File: config.mk
export PLATFORM = sky130hd
export DESIGN_NAME = lbd_lane
export DESIGN_NICKNAME = d
export VERILOG_FILES = /design/src/rtl/lbd_pkg.sv /design/src/rtl/lbd_lane.sv
export SDC_FILE = /design/constraint.sdc
export NUM_CORES = 1
export LEC_CHECK = 0
export ABC_AREA = 1
export BUFFER_PORTS_ARGS = -buffer_cell sky130_fd_sc_hd__buf_2
export CAP_MARGIN = 20
export CORE_MARGIN = 4
export CORE_UTILIZATION = 30
export DETAILED_ROUTE_END_ITERATION = 8
export GPL_TIMING_DRIVEN = 0
export PLACE_DENSITY = 0.59
export SYNTH_ARGS = -nofsm -noshare
export SYNTH_HDL_FRONTEND = slang
export SYNTH_SLANG_ARGS = --single-unit
File: constraint.sdc
create_clock -name vclk -period 2.1
set_input_delay 0.21 -clock vclk [all_inputs]
set_output_delay 0.21 -clock vclk [all_outputs]
set_load 0.01 [all_outputs]
File: src/rtl/lbd_pkg.sv
package lbd_pkg;

  // Sizing of the line buffer, the counters and the lanes.
  localparam int MAX_GROUPS  = 512;
  localparam int MAX_ROWS    = 2048;
  localparam int LANES       = 4;
  localparam int SAMPLE_BITS = 16;

  localparam int GRP_W      = $clog2(MAX_GROUPS);
  localparam int ROW_W      = $clog2(MAX_ROWS);
  localparam int GROUP_BITS = LANES * SAMPLE_BITS;

  // Configuration register widths.
  localparam int ROW_GROUPS_W = 10;
  localparam int FRAME_ROWS_W = 12;
  localparam int CFG_IDX_W    = 2;
  localparam int CFG_DATA_W   = 12;

  // Compare widths that hold both the register and the counter plus one.
  localparam int GC_W = (ROW_GROUPS_W > GRP_W + 1) ? ROW_GROUPS_W : GRP_W + 1;
  localparam int RC_W = (FRAME_ROWS_W > ROW_W + 1) ? FRAME_ROWS_W : ROW_W + 1;

  // Register reset values.
  localparam int ROW_GROUPS_RST = 180;
  localparam int FRAME_ROWS_RST = 480;

  // Result queue.
  localparam int OUTQ_DEPTH = 4;
  localparam int OQ_PTR_W   = $clog2(OUTQ_DEPTH);
  localparam int OQ_CNT_W   = $clog2(OUTQ_DEPTH + 1);

  // Output stream data width: row, group and samples, padded to bytes.
  localparam int OUT_FIELDS_W = ROW_W + GRP_W + GROUP_BITS;
  localparam int OUT_TDATA_W  = ((OUT_FIELDS_W + 7) / 8) * 8;

  typedef enum logic [CFG_IDX_W-1:0] {
    CFG_ROW_GROUPS = 2'd0,
    CFG_FRAME_ROWS = 2'd1,
    CFG_KEEP_TOP   = 2'd2,
    CFG_ROUND_UP   = 2'd3
  } cfg_idx_e;

  // One emitted group.
  typedef struct packed {
    logic [ROW_W-1:0]      row;
    logic [GRP_W-1:0]      grp;
    logic [GROUP_BITS-1:0] samples;
    logic                  done;
  } result_t;

  // Per-item control carried from the accept stage to the lane stage.
  typedef struct packed {
    logic             interp;
    logic             emit_cur;
    logic             done;
    logic [ROW_W-1:0] row;
    logic [GRP_W-1:0] grp;
  } item_ctrl_t;

endpackage

File: src/rtl/lbd_lane.sv
module lbd_lane (
  input  logic [lbd_pkg::SAMPLE_BITS-1:0] above_i,
  input  logic [lbd_pkg::SAMPLE_BITS-1:0] below_i,
  input  logic                            round_up_i,
  output logic [lbd_pkg::SAMPLE_BITS-1:0] avg_o
);

  logic [lbd_pkg::SAMPLE_BITS:0] sum;

  // Average of the two kept samples, with an optional half-up rounding bias.
  assign sum   = {1'b0, above_i} + {1'b0, below_i} + {{lbd_pkg::SAMPLE_BITS{1'b0}}, round_up_i};
  assign avg_o = sum[lbd_pkg::SAMPLE_BITS:1];

endmodule

# Word level (Yosys, flattened, before mapping)
# Cells that the tools add are included.
[word_totals]
in_bits = 33
wordCells = 2
output_inout_bits = 16
ff_bits = 0
[classes]
add_sub_neg = 2
[op_table]
columns = ["op", "n"]
rows = [
  ["16-bit by 16-bit adder with 17-bit output", 1],
  ["17-bit by 1-bit adder with 17-bit output", 1],
]

# Longest topological paths before layout
[depth]
word_depth = 2
depth_mapped = 12
ltp_nobuf = 12

# Worst setup path after synthesis
# OpenSTA, ideal clock, no wires.
[synth_path]
kind = "in2out"
start = "in above_i[0] in the netlist's numbering"
end = "out avg_o[13] in the netlist's numbering"
path_buffers = 0
setup_slack_ns = 0.344
arrival_ns = 1.546
required_ns = 1.890
path_stages = 12
path_cell_list = "ha_1 nand2_1 nand2_1 fa_1 nand3_1 nand2_1 nand2_1 nand2_1 nand2_1 nand2_1 nand2_1 nand2_1"
[synth_between]
elab_chain_len = 2
[synth_rtl]
columns = ["item", "line_no", "source"]
rows = [
  ["from (decl)", "lbd_lane.sv:2", "input logic [lbd_pkg::SAMPLE_BITS-1:0] above_i,"],
  ["16-bit by 16-bit adder with 17-bit output", "lbd_lane.sv:11", "assign sum = {1'b0, above_i} + {1'b0, below_i} + {{lbd_pkg::SAMPLE_BITS{1'b0}}, round_up_i};"],
  ["17-bit by 1-bit adder with 17-bit output", "lbd_lane.sv:11", ""],
  ["to (decl)", "lbd_lane.sv:5", "output logic [lbd_pkg::SAMPLE_BITS-1:0] avg_o"],
]
# Every way passes these cells.

# Final worst setup path
[layout_path]
start = "in above_i[0] in the netlist's numbering"
end = "out avg_o[15] in the netlist's numbering"
# Same word-level chain as after synthesis.

==> flow_summary.json <==
{
  "antenna_found_initial": 0,
  "final_area_um2": 1220,
  "finalWirelength_um": 2320,
  "max_cap_violations": 0,
  "first_global_vias": 964,
  "seq_area_um2": 0,
  "placementRows": 19,
  "endpoint_kind": "output port",
  "worst_slew_pin_slew_ns": 0.232,
  "io_pins": 49,
  "crit_path_start_kind": "input port",
  "synth.cell_area_um2": 903,
  "grt_usage_pct": 11.0,
  "final_cell_mix": "nand2_1, buf_2, inv_1",
  "dpl_cell_area_um2": 1190,
  "crit_type": "in -> out",
  "required_ns": 1.89,
  "seq_area_frac_synth_pct": 0,
  "critPathMaxFanout": 3,
  "power_switching_mw": 0.217,
  "route.detailed.drc": 0,
  "portBuffers": 49,
  "grt-ovfl-total": 0,
  "die_y_um": 62.9,
  "mostFrequentLayoutCell": "nand2_1",
  "syn2layout_area_growth_pct": 34.8,
  "drt-wirelength-per-cell_um": 8.98,
  "p_comb_share_pct": 100.0,
  "p_leak_nw": 0.837,
  "setup_viol": 0,
  "n_antenna_cell": 0,
  "finalMaxSlewViolations": 0,
  "hold_path_class": "in -> out",
  "die_area_um2": 3950,
  "avgSynthCellArea_um2": 5.13,
  "num_vias": 1113,
  "grt_max_degree": 8,
  "routed_via_density": 4.31,
  "finalCriticalPeriod_ns": 1.97,
  "ir_drop_mv": 0.117,
  "die_w_um": 62.9,
  "final_layout_size_suffix_gt1_share_pct": 27.3,
  "status": "finished, final reports clean",
  "core_area_um2": 2810,
  "p_int_mw": 0.161,
  "synth_nets": 226,
  "worstPathArrival_ns": 1.76,
  "drtAntennaViolNets": 0,
  "stdcell_count": 258,
  "gp_congestion": 0.790,
  "place.detailed.hpwl_um": 2150,
  "swShare_pct": 57.5,
  "netlist_instances": 176,
  "pwr-share-clk_pct": 0,
  "nClkBuffers": 0,
  "p_seq_share_pct": 0,
  "n_sequential_cell": 0,
  "power_density_nw_per_um2": 311,
  "post-route-period-util_pct": 93.9,
  "dpl.cell_count": 256,
  "grt_pass1_wl_um": 3840,
  "yosys_warnings": 0,
  "timing.fmax_mhz": 507,
  "finalHoldViolations": 0,
  "yosysUniqueCellTypes": 14,
  "first_iter_violations": 19,
  "initial_core_util_pct": 32.2,
  "relSlewSlack_pct": 84.5,
  "firstDrtPassIters": 4,
  "nNetsFinal": 279,
  "whs_ns": 0.816,
  "p_total_mw": 0.378
}
power by group through the flow:
stage                     logic, mW  clock network, mW  registers, mW
after CTS                     0.373                  0              0
after global placement        0.372                  0              0
after detailed placement      0.371                  0              0
final                         0.378                  0              0
after global routing          0.435                  0              0
after floorplan               0.245                  0              0
path summary, 6_finish.rpt:
kind                       start        end  slack [ns]  cells after the start
worst max-delay path  above_i[0]  avg_o[15]        0.13                     14
worst min-delay path  below_i[1]   avg_o[0]        0.82                      3
metrics by stage:
| step | TNS [ns] | setup WS [ns] | util (%) |
|---|---|---|---|
| after floorplan | 0 | 0.344 | - |
| after global placement | 0 | 0.00208 | 42.3 |
| after detailed placement | 0 | 0.000812 | 42.3 |
| after CTS | 0 | 0.0547 | 42.4 |
| after global routing | -0.0757 | -0.0245 | 43.4 |
| final | 0 | 0.128 | 43.4 |
timing repair:
action,CTS,global route
pin swaps,0,3
resized for setup,1,5
setup buffers,0,2
endpoints found under the setup margin,1,4
hold buffers,0,0
Yosys cell counts, drive strengths merged:
| master | n | area (µm²) |
|---|---|---|
| a21oi | 11 | 55.1 |
| and2 | 1 | 6.26 |
| nor2 | 7 | 26.3 |
| o21bai | 1 | 7.51 |
| inv | 35 | 131 |
| ha | 16 | 200 |
| fa | 1 | 20.0 |
| nand2 | 82 | 315 |
| nand3 | 11 | 55.1 |
| nor3 | 4 | 25.0 |
| xor2 | 7 | 61.3 |
kinds of logic after synthesis:
| family | after synthesis | synth area share, % |
|---|---|---|
| and+or+nand+nor | 105 | 47.4 |
| buffers and inverters | 35 | 14.5 |
| adders and majority gates | 17 | 24.4 |
| AOI/OAI and AO/OA | 12 | 6.93 |
| xor gates and xnor gates | 7 | 6.79 |
layout make-up:
type / instances / area [µm²]
multi-input combinational: 141 / 787
tap: 31 / 38.8
inverter: 35 / 131
timing repair buffer: 51 / 260
fill: 340 / 1590
critical path, stage by stage:
cell	delay, ns
buf_2	0.10
ha_1	0.27
nand2_1	0.07
nand2_2	0.06
fa_2	0.36
nand3_1	0.10
nand2_2	0.07
nand2_1	0.07
nand2_2	0.06
nand2_2	0.08
nand2_1	0.06
nand2_1	0.06
nand2_1	0.04
buf_2	0.13
routing by layer:
metal,vias up,track usage (%),wire length [µm]
li1,641,-,-
met5,-,0,0
met3,0,0.899,90
met2,19,19.4,1090
met1,453,15.3,1140
met4,0,0,0
(Power assumes the default switching activity.)
