==> config.mk <==
export PLATFORM = sky130hd
export DESIGN_NAME = lbd_outq
export DESIGN_NICKNAME = d
export VERILOG_FILES = /design/src/rtl/lbd_pkg.sv /design/src/rtl/lbd_outq.sv
export SDC_FILE = /design/constraint.sdc
export NUM_CORES = 1
export LEC_CHECK = 0
export ABC_CLOCK_PERIOD_IN_PS = 10140
export BUFFER_PORTS_ARGS = -buffer_cell sky130_fd_sc_hd__buf_2
export CAP_MARGIN = 20
export CORE_MARGIN = 2
export CORE_UTILIZATION = 35
export DETAILED_ROUTE_END_ITERATION = 10
export GPL_TIMING_DRIVEN = 1
export SLEW_MARGIN = 30
export SYNTH_ARGS = -nofsm -noshare
export SYNTH_HDL_FRONTEND = slang
export SYNTH_SLANG_ARGS = --single-unit
export TNS_END_PERCENT = 5
==> constraint.sdc <==
create_clock -name clk_i -period 10.14 [get_ports clk_i]
set_input_delay 0.507 -clock clk_i [delete_from_list [all_inputs] [get_ports clk_i]]
set_output_delay 0.507 -clock clk_i [all_outputs]
set_load 0.1 [all_outputs]
==> src/rtl/lbd_pkg.sv <==
package lbd_pkg;

  // Sizing of the line buffer, the counters and the lanes.
  localparam int MAX_GROUPS  = 512;
  localparam int MAX_ROWS    = 2048;
  localparam int LANES       = 4;
  localparam int SAMPLE_BITS = 16;

  localparam int GRP_W      = $clog2(MAX_GROUPS);
  localparam int ROW_W      = $clog2(MAX_ROWS);
  localparam int GROUP_BITS = LANES * SAMPLE_BITS;

  // Configuration register widths.
  localparam int ROW_GROUPS_W = 10;
  localparam int FRAME_ROWS_W = 12;
  localparam int CFG_IDX_W    = 2;
  localparam int CFG_DATA_W   = 12;

  // Compare widths that hold both the register and the counter plus one.
  localparam int GC_W = (ROW_GROUPS_W > GRP_W + 1) ? ROW_GROUPS_W : GRP_W + 1;
  localparam int RC_W = (FRAME_ROWS_W > ROW_W + 1) ? FRAME_ROWS_W : ROW_W + 1;

  // Register reset values.
  localparam int ROW_GROUPS_RST = 180;
  localparam int FRAME_ROWS_RST = 480;

  // Result queue.
  localparam int OUTQ_DEPTH = 4;
  localparam int OQ_PTR_W   = $clog2(OUTQ_DEPTH);
  localparam int OQ_CNT_W   = $clog2(OUTQ_DEPTH + 1);

  // Output stream data width: row, group and samples, padded to bytes.
  localparam int OUT_FIELDS_W = ROW_W + GRP_W + GROUP_BITS;
  localparam int OUT_TDATA_W  = ((OUT_FIELDS_W + 7) / 8) * 8;

  typedef enum logic [CFG_IDX_W-1:0] {
    CFG_ROW_GROUPS = 2'd0,
    CFG_FRAME_ROWS = 2'd1,
    CFG_KEEP_TOP   = 2'd2,
    CFG_ROUND_UP   = 2'd3
  } cfg_idx_e;

  // One emitted group.
  typedef struct packed {
    logic [ROW_W-1:0]      row;
    logic [GRP_W-1:0]      grp;
    logic [GROUP_BITS-1:0] samples;
    logic                  done;
  } result_t;

  // Per-item control carried from the accept stage to the lane stage.
  typedef struct packed {
    logic             interp;
    logic             emit_cur;
    logic             done;
    logic [ROW_W-1:0] row;
    logic [GRP_W-1:0] grp;
  } item_ctrl_t;

endpackage

==> src/rtl/lbd_outq.sv <==
module lbd_outq (
  input  logic                          clk_i,
  input  logic                          rst_ni,
  input  logic                          push0_i,
  input  logic                          push1_i,
  input  lbd_pkg::result_t              res0_i,
  input  lbd_pkg::result_t              res1_i,
  input  logic                          pop_ready_i,
  output logic                          head_valid_o,
  output lbd_pkg::result_t              head_o,
  output logic [lbd_pkg::OQ_CNT_W-1:0]  count_o
);

  lbd_pkg::result_t               entry_q [lbd_pkg::OUTQ_DEPTH];
  logic [lbd_pkg::OQ_PTR_W-1:0]   wr_ptr_q, wr_ptr_d;
  logic [lbd_pkg::OQ_PTR_W-1:0]   rd_ptr_q, rd_ptr_d;
  logic [lbd_pkg::OQ_CNT_W-1:0]   cnt_q, cnt_d;
  logic [lbd_pkg::OQ_PTR_W-1:0]   wr_ptr_nxt;
  logic [1:0]                     push_n;
  logic                           pop;

  assign push_n     = {1'b0, push0_i} + {1'b0, push1_i};
  assign pop        = head_valid_o && pop_ready_i;
  assign wr_ptr_nxt = wr_ptr_q + lbd_pkg::OQ_PTR_W'(1);

  // Pointer and fill-level bookkeeping.
  always_comb begin
    wr_ptr_d = wr_ptr_q + lbd_pkg::OQ_PTR_W'(push_n);
    rd_ptr_d = pop ? rd_ptr_q + lbd_pkg::OQ_PTR_W'(1) : rd_ptr_q;
    cnt_d    = cnt_q + lbd_pkg::OQ_CNT_W'(push_n) - lbd_pkg::OQ_CNT_W'(pop);
  end

  always_ff @(posedge clk_i or negedge rst_ni) begin
    if (!rst_ni) begin
      wr_ptr_q <= '0;
      rd_ptr_q <= '0;
      cnt_q    <= '0;
    end else begin
      wr_ptr_q <= wr_ptr_d;
      rd_ptr_q <= rd_ptr_d;
      cnt_q    <= cnt_d;
    end
  end

  // Up to two results enter per cycle, in order.
  always_ff @(posedge clk_i) begin
    if (push0_i) begin
      entry_q[wr_ptr_q] <= res0_i;
    end
    if (push1_i) begin
      entry_q[wr_ptr_nxt] <= res1_i;
    end
  end

  assign head_valid_o = (cnt_q != '0);
  assign head_o       = entry_q[rd_ptr_q];
  assign count_o      = cnt_q;

`ifndef SYNTH
  a_cnt_bound: assert property (@(posedge clk_i) disable iff (!rst_ni)
    cnt_q <= lbd_pkg::OQ_CNT_W'(lbd_pkg::OUTQ_DEPTH))
    else $error("result queue fill level beyond depth");
  a_push_order: assert property (@(posedge clk_i) disable iff (!rst_ni)
    push1_i |-> push0_i)
    else $error("second result pushed without the first");
  a_no_overflow: assert property (@(posedge clk_i) disable iff (!rst_ni)
    (32'(cnt_q) + 32'(push_n)) <= lbd_pkg::OUTQ_DEPTH + 32'(pop))
    else $error("result queue overflow");
`endif

endmodule

== After elaboration in Yosys (flattened, before gate mapping) ==
Memories as Yosys holds them, arrays and structs flattened.
Cells that the tools add are included.
Operators by class
  add/sub/neg operators: 6
  muxes and demuxes: 4
  reductions and logical operators: 2
Operator list (count)
  2-bit by 1-bit adder with 2-bit output (second input constant): 2
  1-bit 2-to-1 mux: 4
  3-bit by 2-bit adder with 3-bit output: 1
  3-bit nonzero test: 1
  3-bit by 1-bit subtractor with 3-bit output: 1
  1-bit by 1-bit adder with 2-bit output: 1
  2-bit adder: 1
  1-bit logical AND: 1
Storage, ports and cells
  register bits after elaboration: 7
  bits in writable memories: 340
  input port bits: 175
  output and inout bits: 89
  logic and storage cells: 16
  memories: 1
Memory list
  entry_q: words 4, width 85, rd ports 1, clocked after memory_dff 0, write ports 2, RTL line lbd_outq.sv:14  | lbd_pkg::result_t entry_q [lbd_pkg::OUTQ_DEPTH];

== Depth between registers and ports, before layout ==
  depth in word-level cells: 3
  mapped depth: 8
  mapped depth without buffers: 8

== Least setup slack after synthesis ==
OpenSTA, ideal clock, no wires.
  path type: register to register
  start point: register wr_ptr_q[0] in the netlist's numbering
  end point: memory entry_q[0][0] in the netlist's numbering, enable pin
  setup time: 0.646 ns
  data arrival time: 6.636 ns
  data required time: 9.494 ns
  slack: 2.858 ns
  cell stages (with the launch flop): 4
  buffers on the path: 1
  clock period less this slack: 7.282 ns
  path through: dfrtp_1 > buf_2 > nand2b_1 > o21ai_0
RTL lines
  start, declared: RTL line lbd_outq.sv:15  | logic [lbd_pkg::OQ_PTR_W-1:0] wr_ptr_q, wr_ptr_d;
  start signal, assigned: RTL line lbd_outq.sv:39  | wr_ptr_q <= wr_ptr_d;
  end, declared: RTL line lbd_outq.sv:14

==> metrics <==
status complete, no violations; TritonCTS clock tree yes; worst hold path type input port to flip-flop; layout cells sized above 1 66.3%; Die Y 223 um; cell area after synthesis 0.0168 mm^2; max cap viols 0; final non-filler cell total 1774; number of enable flip-flop cells after synthesis 340; CTS buffer count 41; Worst slew margin 37.5%; 1st-pass router iterations 4; die area 0.0497 mm^2; Mapped Cells 862; first-pass GRT wire length 62.7 mm; Post-Route WL 41.8 mm; DP HPWL 24.7 mm; top_reg_cell synth edfxtp_1; Setup crit start kind flip-flop; initial DRC count 481; Top delay family on crit path buffers and inverters; Clock H-tree levels 2; max-slew violation count 0; fraction of registers with async set/reset 2.02%; Synth cell types 24; CORE AREA 0.0475 mm^2; antenna-violating nets left 0; crit path time final 3.64 ns; Die Width 223 um; master of the slowest instance on the critical path dfrtp_4; Row Count 80; clock sinks 347; GPL Wtd Cong 0.744; final setup fails 0; Buf/Inv on CP 2; Root Buffer clkbuf_16; DRC errors left 0; FMAX 0.275 GHz; post-layout util 42.0%; CP Max Fanout 37; Vias/cell 5.17; RSZ-0062 raised after global routing false; total grt overflow 0; yosys warns 0; CP Class flip-flop to output pin; Clock Skew 0.00719 ns; Avg Cell Area, Syn 19.5 um^2; CTS hold repair buffers 1; initial antenna violation count 12; cell chain of the critical path buf_4 -> mux4_2 -> buf_2; commonest cells after routing, fill and taps aside mux2_2 (340), edfxtp_1 (340), buf_2 (263); Critical Path End Type output pin; Worst-path clk slew 0.06 ns; CP required 9.63 ns; area added between synthesis and finish 19.0%; post-synthesis register bit count 347; clock latency on the worst-skew pair 0.55 ns; clock buffer depth 3; post-CTS setup buffers 0; Synthesized Nets 1043; pin count of the biggest net entering global routing 61; CTS resizes 0; Nets 1310; IO Pins 264; # port buffers 263; Placed Instances 1700; DR vias 9171; GRT Util Overall 16.9%; wire per inst 23.6 um; starting density of the core 35.3%; CP peak stage delay 0.79 ns; post-synthesis sequential area ratio 61.9%; worst slew pin tran 0.938 ns; hold violation total from the final report 0; fin crit share 35.9%; Arr. time, crit path 3.13 ns; via count of the first global-routing pass 10.1k; setup TNS 0 ns
state kept, by name (all words and copies together) (netlist names):
| register | flops |
|---|---|
| count_o | 3 |
| entry_q | 340 |
| rd_ptr_q | 2 |
| wr_ptr_q | 2 |
through the flow:
step / hold WS [ns] / instance area [um^2] / setup WS, ns
floorplan: 0.211 / 16800 / 2.86
global placement: 0.370 / 18700 / 6.99
detailed placement: 0.374 / 18700 / 6.97
CTS: 0.257 / 19900 / 6.35
global route: 0.277 / 19900 / 6.25
finish: 0.295 / 20000 / 6.50
path summary, 6_finish.rpt:
| check | to | depth (start not counted) | slack [ns] | start |
|---|---|---|---|---|
| max | head_o[79] | 3 | 6.50 | rd_ptr_q[0] |
| min | entry_q[0][72] | 2 | 0.29 | res0_i[72] |
| max reg2reg | entry_q[2][39] | 3 | 7.28 | wr_ptr_q[1] |
| min reg2reg | count_o[2] | 1 | 0.59 | count_o[2] |
| max in group asynchronous | rd_ptr_q[1] | 2 | 9.57 | rst_ni |
| min in group asynchronous | count_o[2] | 2 | 0.35 | rst_ni |
synth_stat cells, types with 2 or more instances:
| master | n | area share (%) |
|---|---|---|
| edfxtp_1 | 340 | 61 |
| mux2_2 | 340 | 23 |
| mux4_2 | 85 | 11 |
| buf_2 | 29 | 0.87 |
| buf_4 | 12 | 0.54 |
| buf_6 | 10 | 0.67 |
| clkbuf_1 | 7 | 0.16 |
| dfrtp_1 | 7 | 1.0 |
| inv_1 | 7 | 0.16 |
| ha_1 | 5 | 0.37 |
| xnor2_1 | 5 | 0.26 |
| nor2_1 | 2 | 0.045 |
| o21ai_0 | 2 | 0.060 |
routing by layer:
| layer | wire length [um] | GRT usage [%] | share of wire [%] |
|---|---|---|---|
| met1 | 18200 | 22.3 | 44 |
| met4 | 990 | 5.22 | 2.4 |
| met3 | 2670 | 4.17 | 6.4 |
| met2 | 19800 | 27.4 | 47 |
| met5 | 85 | 0 | 0.20 |
layout make-up:
cell class	count	area, um^2
inverter	7	26.3
multi-input combinational	450	6040
fill	4271	27600
antenna	4	10.0
sequential	347	10400
clock inverter	15	143
tap	615	769
clock buffer	54	1100
timing repair buffer	282	1470
kinds of logic after synthesis:
| logic type | Yosys count | share of synthesized area (%) |
|---|---|---|
| AOI/OAI and AO/OA | 4 | 0.164 |
| DFF | 347 | 61.9 |
| buffers and inverters | 65 | 2.39 |
| xor gates and xnor gates | 6 | 0.313 |
| and+or+nand+nor | 8 | 0.388 |
| adders and majority gates | 6 | 0.493 |
| muxes | 426 | 34.3 |
Power is not shown: default switching activity piles up to over one toggle a cycle in this logic, so the estimate is an artifact.
